## src/sv/srtk_pkg.sv

```systemverilog
package srtk_pkg;
    localparam int MAX_KEEP_DEF = 8;
    localparam int COL_W = 31;
    localparam int MAG_W = 63;
    localparam int VAL_W = 64;
    localparam int LIM_W = 4;
    localparam int QUEUE_DEPTH = 2;

    typedef struct packed {
        logic             cand;
        logic             last;
        logic [COL_W-1:0] col;
        logic [MAG_W-1:0] mag;
    } t_entry;

    typedef enum logic [0:0] {
        ST_INSERT = 1'b0,
        ST_EMIT   = 1'b1
    } t_state;
endpackage

```

## src/sv/srtk_front.sv

```systemverilog
module srtk_front (
    input  logic                        i_clk,
    input  logic                        i_rst_n,
    input  logic                        i_valid,
    output logic                        o_stall,
    input  logic [srtk_pkg::COL_W-1:0]  i_row_index,
    input  logic [srtk_pkg::COL_W-1:0]  i_column,
    input  logic [srtk_pkg::VAL_W-1:0]  i_value_bits,
    input  logic                        i_last_in_row,
    output logic                        o_q_valid,
    output srtk_pkg::t_entry            o_q_entry,
    input  logic                        i_q_pop
);
    import srtk_pkg::*;

    // two-entry queue, classification at the input
    t_entry r_q [QUEUE_DEPTH];
    logic   r_rd, r_wr;
    logic [1:0] r_cnt;
    t_entry w_new;
    logic   w_push, w_pop;

    always_comb begin
        w_new.col  = i_column;
        w_new.mag  = i_value_bits[MAG_W-1:0];
        w_new.last = i_last_in_row;
        w_new.cand = (i_column < i_row_index) && (i_value_bits[MAG_W-1:0] != '0);
    end

    assign o_stall   = (r_cnt == 2'd2);
    assign w_push    = i_valid && !o_stall;
    assign o_q_valid = (r_cnt != 2'd0);
    assign w_pop     = i_q_pop && o_q_valid;
    assign o_q_entry = r_q[r_rd];

    always_ff @(posedge i_clk) begin
        if (w_push) r_q[r_wr] <= w_new;
        if (!i_rst_n) begin
            r_rd  <= 1'b0;
            r_wr  <= 1'b0;
            r_cnt <= 2'd0;
        end else begin
            if (w_push) r_wr <= ~r_wr;
            if (w_pop)  r_rd <= ~r_rd;
            r_cnt <= r_cnt + 2'(w_push) - 2'(w_pop);
        end
    end
endmodule

```

## src/sv/srtk_back.sv

```systemverilog
module srtk_back #(
    parameter int MAX_KEEP = srtk_pkg::MAX_KEEP_DEF
) (
    input  logic                        i_clk,
    input  logic                        i_rst_n,
    input  logic [srtk_pkg::LIM_W-1:0]  i_max_keep,
    input  logic                        i_q_valid,
    input  srtk_pkg::t_entry            i_q_entry,
    output logic                        o_q_pop,
    output logic                        o_valid,
    input  logic                        i_stall,
    output logic [srtk_pkg::COL_W-1:0]  o_kept_column,
    output logic [srtk_pkg::MAG_W-1:0]  o_kept_magnitude,
    output logic                        o_entry_valid,
    output logic                        o_last_of_row
);
    import srtk_pkg::*;
    localparam int CW = $clog2(MAX_KEEP + 1);
    localparam int IW = (MAX_KEEP > 1) ? $clog2(MAX_KEEP) : 1;

    logic [COL_W-1:0] r_col [MAX_KEEP];
    logic [MAG_W-1:0] r_mag [MAX_KEEP];
    logic [CW-1:0]    r_cnt, r_emit, r_n, n_cnt;
    t_state           r_state, n_state;
    logic [CW-1:0]    w_lim, w_eff;
    logic [MAX_KEEP-1:0] w_ge;
    logic             w_ins;
    logic [CW-1:0]    w_pos;
    logic             w_out_free;

    assign w_lim = (32'(i_max_keep) > MAX_KEEP) ? CW'(MAX_KEEP) : CW'(i_max_keep);
    assign w_eff = (r_cnt > w_lim) ? w_lim : r_cnt;

    // position = number of kept entries with magnitude >= new (sorted list)
    always_comb begin
        w_pos = '0;
        for (int k = 0; k < MAX_KEEP; k++) begin
            w_ge[k] = (CW'(k) < w_eff) && (r_mag[k] >= i_q_entry.mag);
            w_pos = w_pos + CW'(w_ge[k]);
        end
    end

    assign w_out_free = !o_valid || !i_stall;
    assign o_q_pop = (r_state == ST_INSERT) && i_q_valid;
    assign w_ins   = o_q_pop && i_q_entry.cand && (w_pos < w_lim);

    always_comb begin
        n_state = r_state;
        n_cnt   = r_cnt;
        unique case (r_state)
            ST_INSERT: if (o_q_pop) begin
                n_cnt = w_ins ? ((w_eff < w_lim) ? w_eff + 1'b1 : w_lim) : w_eff;
                if (i_q_entry.last) n_state = ST_EMIT;
            end
            ST_EMIT: if (w_out_free && (r_emit + 1'b1 >= r_n || r_n == '0)) begin
                n_state = ST_INSERT;
                n_cnt   = '0;
            end
            default: n_state = ST_INSERT;
        endcase
    end

    always_ff @(posedge i_clk) begin
        if (w_ins) begin
            for (int k = 0; k < MAX_KEEP; k++) begin
                if (CW'(k) == w_pos) begin
                    r_col[k] <= i_q_entry.col;
                    r_mag[k] <= i_q_entry.mag;
                end else if (CW'(k) > w_pos && k > 0) begin
                    r_col[k] <= r_col[(k > 0) ? k - 1 : 0];
                    r_mag[k] <= r_mag[(k > 0) ? k - 1 : 0];
                end
            end
        end
        if (r_state == ST_EMIT && w_out_free) begin
            o_entry_valid    <= (r_n != '0);
            o_last_of_row    <= (r_n == '0) || (r_emit + 1'b1 >= r_n);
            o_kept_column    <= (r_n == '0) ? '0 : r_col[r_emit[IW-1:0]];
            o_kept_magnitude <= (r_n == '0) ? '0 : r_mag[r_emit[IW-1:0]];
        end
        if (!i_rst_n) begin
            r_state <= ST_INSERT;
            r_cnt   <= '0;
            r_emit  <= '0;
            r_n     <= '0;
            o_valid <= 1'b0;
        end else begin
            r_state <= n_state;
            r_cnt   <= n_cnt;
            if (r_state == ST_INSERT && n_state == ST_EMIT) begin
                r_emit <= '0;
                r_n    <= (n_cnt < w_lim) ? n_cnt : w_lim;
            end else if (r_state == ST_EMIT && w_out_free) begin
                r_emit <= r_emit + 1'b1;
            end
            if (r_state == ST_EMIT && w_out_free) o_valid <= 1'b1;
            else if (!i_stall) o_valid <= 1'b0;
        end
    end
endmodule

```

## src/sv/sparse_row_top_k_magnitude_select.sv

```systemverilog
// Channel | Direction | Signals
// input   | in        | i_valid / o_stall, i_row_index, i_column, i_value_bits, i_last_in_row
// output  | out       | o_valid / i_stall, o_kept_column, o_kept_magnitude, o_entry_valid,
//         |           | o_last_of_row
// config  | in        | i_cfg_we, i_cfg_wdata (max_keep)
//
// The insert stage sorts one entry per cycle into the kept list while no row is
// being emitted (one parallel compare row over MAX_KEEP slots).
// Row end: the kept results go out in order, or one empty result if none were kept;
// the sorter takes no entries then, the queue holds up to two.
// A two-entry queue sits between input classification and the sorter.
// Reset is synchronous, active low; kept list count and limit return to default.
// Output is registered; a stalled transfer holds its payload.
module sparse_row_top_k_magnitude_select #(
    parameter int MAX_KEEP = srtk_pkg::MAX_KEEP_DEF
) (
    input  logic                        i_clk,
    input  logic                        i_rst_n,
    input  logic                        i_cfg_we,
    input  logic [srtk_pkg::LIM_W-1:0]  i_cfg_wdata,
    input  logic                        i_valid,
    output logic                        o_stall,
    input  logic [srtk_pkg::COL_W-1:0]  i_row_index,
    input  logic [srtk_pkg::COL_W-1:0]  i_column,
    input  logic [srtk_pkg::VAL_W-1:0]  i_value_bits,
    input  logic                        i_last_in_row,
    output logic                        o_valid,
    input  logic                        i_stall,
    output logic [srtk_pkg::COL_W-1:0]  o_kept_column,
    output logic [srtk_pkg::MAG_W-1:0]  o_kept_magnitude,
    output logic                        o_entry_valid,
    output logic                        o_last_of_row
);
    import srtk_pkg::*;

    logic [LIM_W-1:0] r_max_keep;
    logic   w_q_valid, w_q_pop;
    t_entry w_q_entry;

    always_ff @(posedge i_clk) begin
        if (!i_rst_n) r_max_keep <= LIM_W'(8);
        else if (i_cfg_we) r_max_keep <= i_cfg_wdata;
    end

    srtk_front u_front (
        .i_clk, .i_rst_n, .i_valid, .o_stall, .i_row_index, .i_column,
        .i_value_bits, .i_last_in_row,
        .o_q_valid(w_q_valid), .o_q_entry(w_q_entry), .i_q_pop(w_q_pop)
    );

    srtk_back #(.MAX_KEEP(MAX_KEEP)) u_back (
        .i_clk, .i_rst_n, .i_max_keep(r_max_keep),
        .i_q_valid(w_q_valid), .i_q_entry(w_q_entry), .o_q_pop(w_q_pop),
        .o_valid, .i_stall, .o_kept_column, .o_kept_magnitude,
        .o_entry_valid, .o_last_of_row
    );

    // an empty-row result is always the last of its row
    a_empty_last: assert property (@(posedge i_clk) disable iff (!i_rst_n)
        (o_valid && !o_entry_valid) |-> o_last_of_row) else $error("empty not last");
    // an empty-row result carries zero payload
    a_empty_zero: assert property (@(posedge i_clk) disable iff (!i_rst_n)
        (o_valid && !o_entry_valid) |-> (o_kept_magnitude == '0))
        else $error("empty payload");
    // a kept magnitude is never zero
    a_nonzero: assert property (@(posedge i_clk) disable iff (!i_rst_n)
        (o_valid && o_entry_valid) |-> (o_kept_magnitude != '0))
        else $error("zero kept");
endmodule

```

## config.mk

```make
export PLATFORM = sky130hd
export DESIGN_NAME = sparse_row_top_k_magnitude_select
export DESIGN_NICKNAME = d
export VERILOG_FILES = /design/src/sv/srtk_pkg.sv /design/src/sv/srtk_front.sv /design/src/sv/srtk_back.sv /design/src/sv/sparse_row_top_k_magnitude_select.sv
export SDC_FILE = /design/constraint.sdc
export NUM_CORES = 2
export LEC_CHECK = 0
export BUFFER_PORTS_ARGS = -buffer_cell sky130_fd_sc_hd__buf_2
export CORE_ASPECT_RATIO = 1.2
export CORE_MARGIN = 10
export CORE_UTILIZATION = 55
export CTS_BUF_LIST = sky130_fd_sc_hd__clkbuf_16
export DETAILED_ROUTE_END_ITERATION = 16
export PLACE_DENSITY = 0.8
export SYNTH_ARGS = -nofsm -noshare
export SYNTH_HDL_FRONTEND = slang
export SYNTH_HIERARCHICAL = 1
export SYNTH_SLANG_ARGS = --single-unit
```

## constraint.sdc

```tcl
create_clock -name i_clk -period 28.3 [get_ports i_clk]
set_clock_uncertainty 0.15 [all_clocks]
set_input_delay 2.83 -clock i_clk [delete_from_list [all_inputs] [get_ports i_clk]]
set_output_delay 2.83 -clock i_clk [all_outputs]
set_load 0.005 [all_outputs]
```

---- Word level (Yosys, flattened, before mapping) ----
Memory sizes are Yosys's and may differ from the RTL's. A register that Yosys moved wholly into a read port is not among the register bits.
Index checks and enable logic that the tools add are counted.
word-level totals
  memory bits (writable) .................. 944
  output and inout bits ................... 98
  bits in registers ....................... 24
  word-level logic and storage cells ...... 194
  memories ................................ 3
memories
  memory        words  bits a word  read ports  clocked after memory_dff  write ports  line              source
  u_back.r_mag  8      63           9           1                         8            srtk_back.sv:22   logic [MAG_W-1:0] r_mag [MAX_KEEP];
  u_back.r_col  8      31           8           1                         8            srtk_back.sv:21   logic [COL_W-1:0] r_col [MAX_KEEP];
  u_front.r_q   2      96           1           1                         1            srtk_front.sv:17  t_entry r_q [QUEUE_DEPTH];
operators by class
  bitwise gates (word level) .............. 18
  order comparisons ....................... 30
  muxes and demuxes ....................... 84
  reduce and logical (&&, ||, !) cells .... 28
  $add $sub $neg .......................... 11
  equality and inequality tests ........... 9
operator list
  cell                                                                          number
  63-bit greater-or-equal comparator                                            8
  63-bit 2-to-1 mux                                                             7
  31-bit 2-to-1 mux                                                             7
  63-bit nonzero test                                                           1
  1-bit 2-to-1 mux                                                              61
  31-bit less-than comparator                                                   1
  4-bit 2-to-1 mux                                                              7
  4-bit by 1-bit adder with 4-bit output                                        6
  1-bit logical AND                                                             17
  3-bit by 4-bit == test with 1-bit output (first input constant)               4
  3-bit by 4-bit > comparator with 1-bit output (first input constant)          4
  3-bit by 4-bit less-than comparator with 1-bit output (first input constant)  4
  1-bit bitwise OR                                                              14
  4-bit less-than comparator                                                    3
  4-bit by 1-bit adder with 4-bit output (second input constant)                2
  2-bit by 4-bit == test with 1-bit output (first input constant)               2
  2-bit by 4-bit > comparator with 1-bit output (first input constant)          2
  4-bit logical NOT                                                             2
  1-bit by 4-bit less-than comparator with 1-bit output (first input constant)  2
  2-bit by 4-bit less-than comparator with 1-bit output (first input constant)  2
  4-bit one-hot mux with 2 select lines                                         1
  1-bit by 4-bit == test with 1-bit output (first input constant)               1
  4-bit greater-or-equal comparator                                             1
  1-bit by 4-bit > comparator with 1-bit output (first input constant)          1
  14 further kinds                                                              20

---- Longest topological paths before layout ----
  depth in word-level cells ............... 20
  gate-level depth with buffers ........... 39
  depth with buffers taken out ............ 36

---- Modules after synthesis ----
Netlist, hierarchy kept.
by module, submodules not included
  module                             cells an instance  area each (um^2)  times used
  srtk_back                          4228               50795.0           1
  srtk_front                         455                8003.9            1
  sparse_row_top_k_magnitude_select  13                 147.6             1

---- Worst setup path before layout ----
OpenSTA, ideal clock, no wires.
  path type ............................... reg-to-reg
  from .................................... register (tool-made name)
  to ...................................... memory u_back.r_mag[7][53], data pin
  library setup time ...................... 318 ps
  clock period less this slack ............ 10331 ps
  slack ................................... 17969 ps
  path buffers ............................ 5
  stages on the path, launching flop included .. 34
  arrival ................................. 9863 ps
  data required time ...................... 27832 ps
  cell sequence ........................... dfxtp_1 clkbuf_1 clkbuf_1 mux2_2 inv_1 ha_1 a21o_1 a21o_1 a21oi_1 o21ai_0 a311oi_1 nor4_1 o31ai_1 a31oi_1 o32ai_1 fa_1 fa_1 fa_1 inv_1 ha_1 inv_1 fa_1 inv_1 ha_1 or4b_1 a21oi_1 o2111ai_1 inv_2 o21ai_1 o21ai_2 buf_2 buf_4 buf_2 o21ai_0
RTL lines
  item       line
  to (decl)  srtk_back.sv:22

==> results.yml <==
final_layout:
  fin_util: 0.6107
  syn_to_final_growth_pct: 10.21
  fillers: 8115
  mostFrequentLayoutCell: "edfxtp_1"
  drive_above_1_share: 0.1729
  final_nets: 5569
  final_cell_mix: "edfxtp_1, nand2_1, ha_1"
route:
  ant_nets: 0
  wl_um: 155700
  detail_route.vias_per_cell: 6.339
  first_pass_iters: 8
  drt-initial-drc-count: 3903
  routedWlPerCell_um: 24.48
  vias: 40310
  drcViolationCount: 0
power:
  p_per_area_nw_per_um2: 126.6
  ir_worst_vdd_v: 0.0002007
  p_leak_nw: 24.22
  power_w: 0.008228
  clkPwrFrac: 0.178
  p_int_w: 0.004929
  seqPwrFrac: 0.381
  combPwrFrac: 0.441
  p_sw_w: 0.003299
  swShare: 0.4009
clocking:
  cts_buffers: 107
  cts_max_level: 3
  clock_path_buffers: 3
  cts_sinks: 1063
  clk_latency_ns: 0.71
  ctsHoldBuffers: 0
  cts_resized: 0
  post-cts-setup-buffers: 0
  cts_tree: "done"
  cts-root-buf: "clkbuf_16"
  clk_transition_reported_paths_ns: 0.06
yosys:
  synth.avg_cell_area_um2: 12.55
  synth_warnings: 6
  synth_edf_count: 1040
  synth_cells: 4696
  synth_nets: 5393
  ys.flop_type: "edfxtp_1"
  async_reset_ff_frac: 0
  ys_seq_area_frac: 0.5376
  synthesis.area_um2: 58950
  synth_seq_cells: 1063
  ys_types: 72
critical_path:
  cp-end-kind: "flop"
  crit_type: "flop to flop"
  crit_path_max_fanout: 98
  timing.critical_path.buf_inv: 10
  cp.arrival_ns: 14.30
  cp-start-kind: "flop"
  path_delay_family: "buffers and inverters"
  cp_slowest_stage_delay_ns: 0.90
  required_ns: 28.54
  slowest_stage: "buf_4"
global_routing:
  grt_max_degree: 189
  grt_pass1_wl_um: 238200
  grtUsageTotal: 0.2533
  grt_overflow: 0
  grt_pass1_vias: 40390
  antenna_found_initial: 15
sta:
  worst_pin_slew_ns: 1.257
  slew_violations: 0
  timing.slew.headroom: 0.1402
  min_period_over_period: 0.4966
  rsz0062_at_grt: "false"
  achievable-frequency_mhz: 71.16
  finalHoldViolations: 0
  setup_slack_ns: 14.25
  fin_crit_ns: 14.05
  setup_viol_count_final: 0
  finalSetupTns_ns: 0
place:
  place_hpwl_um: 105000
  routabilityCongestion: 0.9065
  pre_cts_ws_ns: 14.35
  port-buffer-count: 232
worst_hold_path:
  min_path_type: "flop to flop"
outcome:
  status: "finished, final reports clean"
floorplanning:
  io-pin-count: 234
  dieArea_um2: 120700
  core-area_um2: 106400
  rows: 131
  die_w_um: 318.9
  initial_core_util: 0.5541
  die_height_um: 378.6
job:
  maxCapViolations: 0
==> metal layers <==
layer  wire [um]  global-route usage  up-vias
li1            -                   -    18260
met1       59960              0.3201    19800
met2       75490              0.4222     1861
met3       12150             0.04005      383
met4        8008              0.1290       16
met5         103                   0        -
==> synthesized netlist by cell type (10+ instances only) <==
cell type,n,area (um2)
buf_4,10,75.07
a21o_1,160,1201
inv_1,132,495.5
buf_1,37,138.9
o21a_1,25,187.7
mux2_1,18,202.7
edfxtp_1,1040,31230
o21ai_1,33,165.2
nand3_1,33,165.2
mux2_2,206,2320
a211oi_1,16,120.1
nor2b_1,42,262.8
buf_2,66,330.3
nor4_1,31,193.9
ha_1,557,6969
clkbuf_1,86,322.8
dfxtp_1,23,460.4
nand2b_1,19,118.9
o21ai_0,501,2507
nor3_1,27,135.1
a21oi_1,150,750.7
nor2_1,170,638.1
nand4_1,98,613.1
nand2_1,793,2977
mux4_2,188,4234
mux2i_1,104,1041
==> cell type report <==
type,count,area (um2),area share
well taps,1396,1747,0.02689
flip-flops and latches,1063,31710,0.4880
clock inverters,91,888.4,0.01367
diodes,1,2.502,0.00003852
repair buffers,270,1459,0.02246
multi-input cells,3293,25880,0.3984
inverters,137,554.3,0.008532
clock buffers,109,2728,0.04199
==> power groups by stage <==
stage | logic, W | clock network [W] | registers, W
after floorplan | 0.00258 | 0 | 0.00299
after global placement | 0.00341 | 0 | 0.00311
after detailed placement | 0.00358 | 0 | 0.00314
after CTS | 0.00360 | 0.00149 | 0.00312
after global routing | 0.00401 | 0.00155 | 0.00319
final | 0.00363 | 0.00147 | 0.00313
==> worst min-delay path: stages (launching register included) <==
cell and delay (ns):
dfxtp_1 0.34, nand2_1 0.06, a21oi_1 0.06
==> sequential cells by signal, indices dropped and copies added (netlist names), named ones only <==
name	cells
u_back/r_mag	504
u_back/r_col	248
u_front/r_q	192
u_back/o_kept_magnitude	63
u_back/o_kept_column	31
r_max_keep	4
u_back/r_cnt	4
u_back/r_emit	4
u_back/r_n	4
u_front/r_cnt	2
u_back/o_entry_valid	1
u_back/o_last_of_row	1
u_back/o_valid	1
u_back/r_state	1
u_front/r_rd	1
u_front/r_wr	1
==> stage by stage <==
stage               hold WS, ns  instances  area [um2]
detailed placement       0.3485       6159       61350
finish                   0.3556       6360       64960
floorplan                0.2843       4696       58950
CTS                      0.3572       6359       64960
global placement         0.3444       6159       61350
global route             0.3727       6359       64960
==> logic make-up (layout without fill, tap and decap cells) <==
logic type / Yosys count / after routing / synth area share
buffers and inverters: 340 / 607 / 0.02409
flip-flops: 1063 / 1063 / 0.5376
adder cells (fa/ha/maj): 561 / 561 / 0.1196
XOR/XNOR: 9 / 9 / 0.001337
AO/OA/AOI/OAI: 957 / 957 / 0.09380
other: 0 / 1 / 0
AND/OR/NAND/NOR: 1250 / 1250 / 0.09129
multiplexers: 516 / 516 / 0.1323
==> final timing paths <==
check	start	end	slack (ns)	depth (start not counted)
worst max register to register	flop	u_back/r_mag[2][47]$_DFFE_PP_	14.25	33
worst min-delay path	u_back/r_n[0]$_SDFFE_PN0P_	u_back/r_n[0]$_SDFFE_PN0P_	0.36	2
worst min register to register	u_back/r_n[0]$_SDFFE_PN0P_	u_back/r_n[0]$_SDFFE_PN0P_	0.36	2
worst max-delay path	flop	u_back/r_mag[2][47]$_DFFE_PP_	14.25	33
No activity file was read; power rests on OpenSTA's default activity.
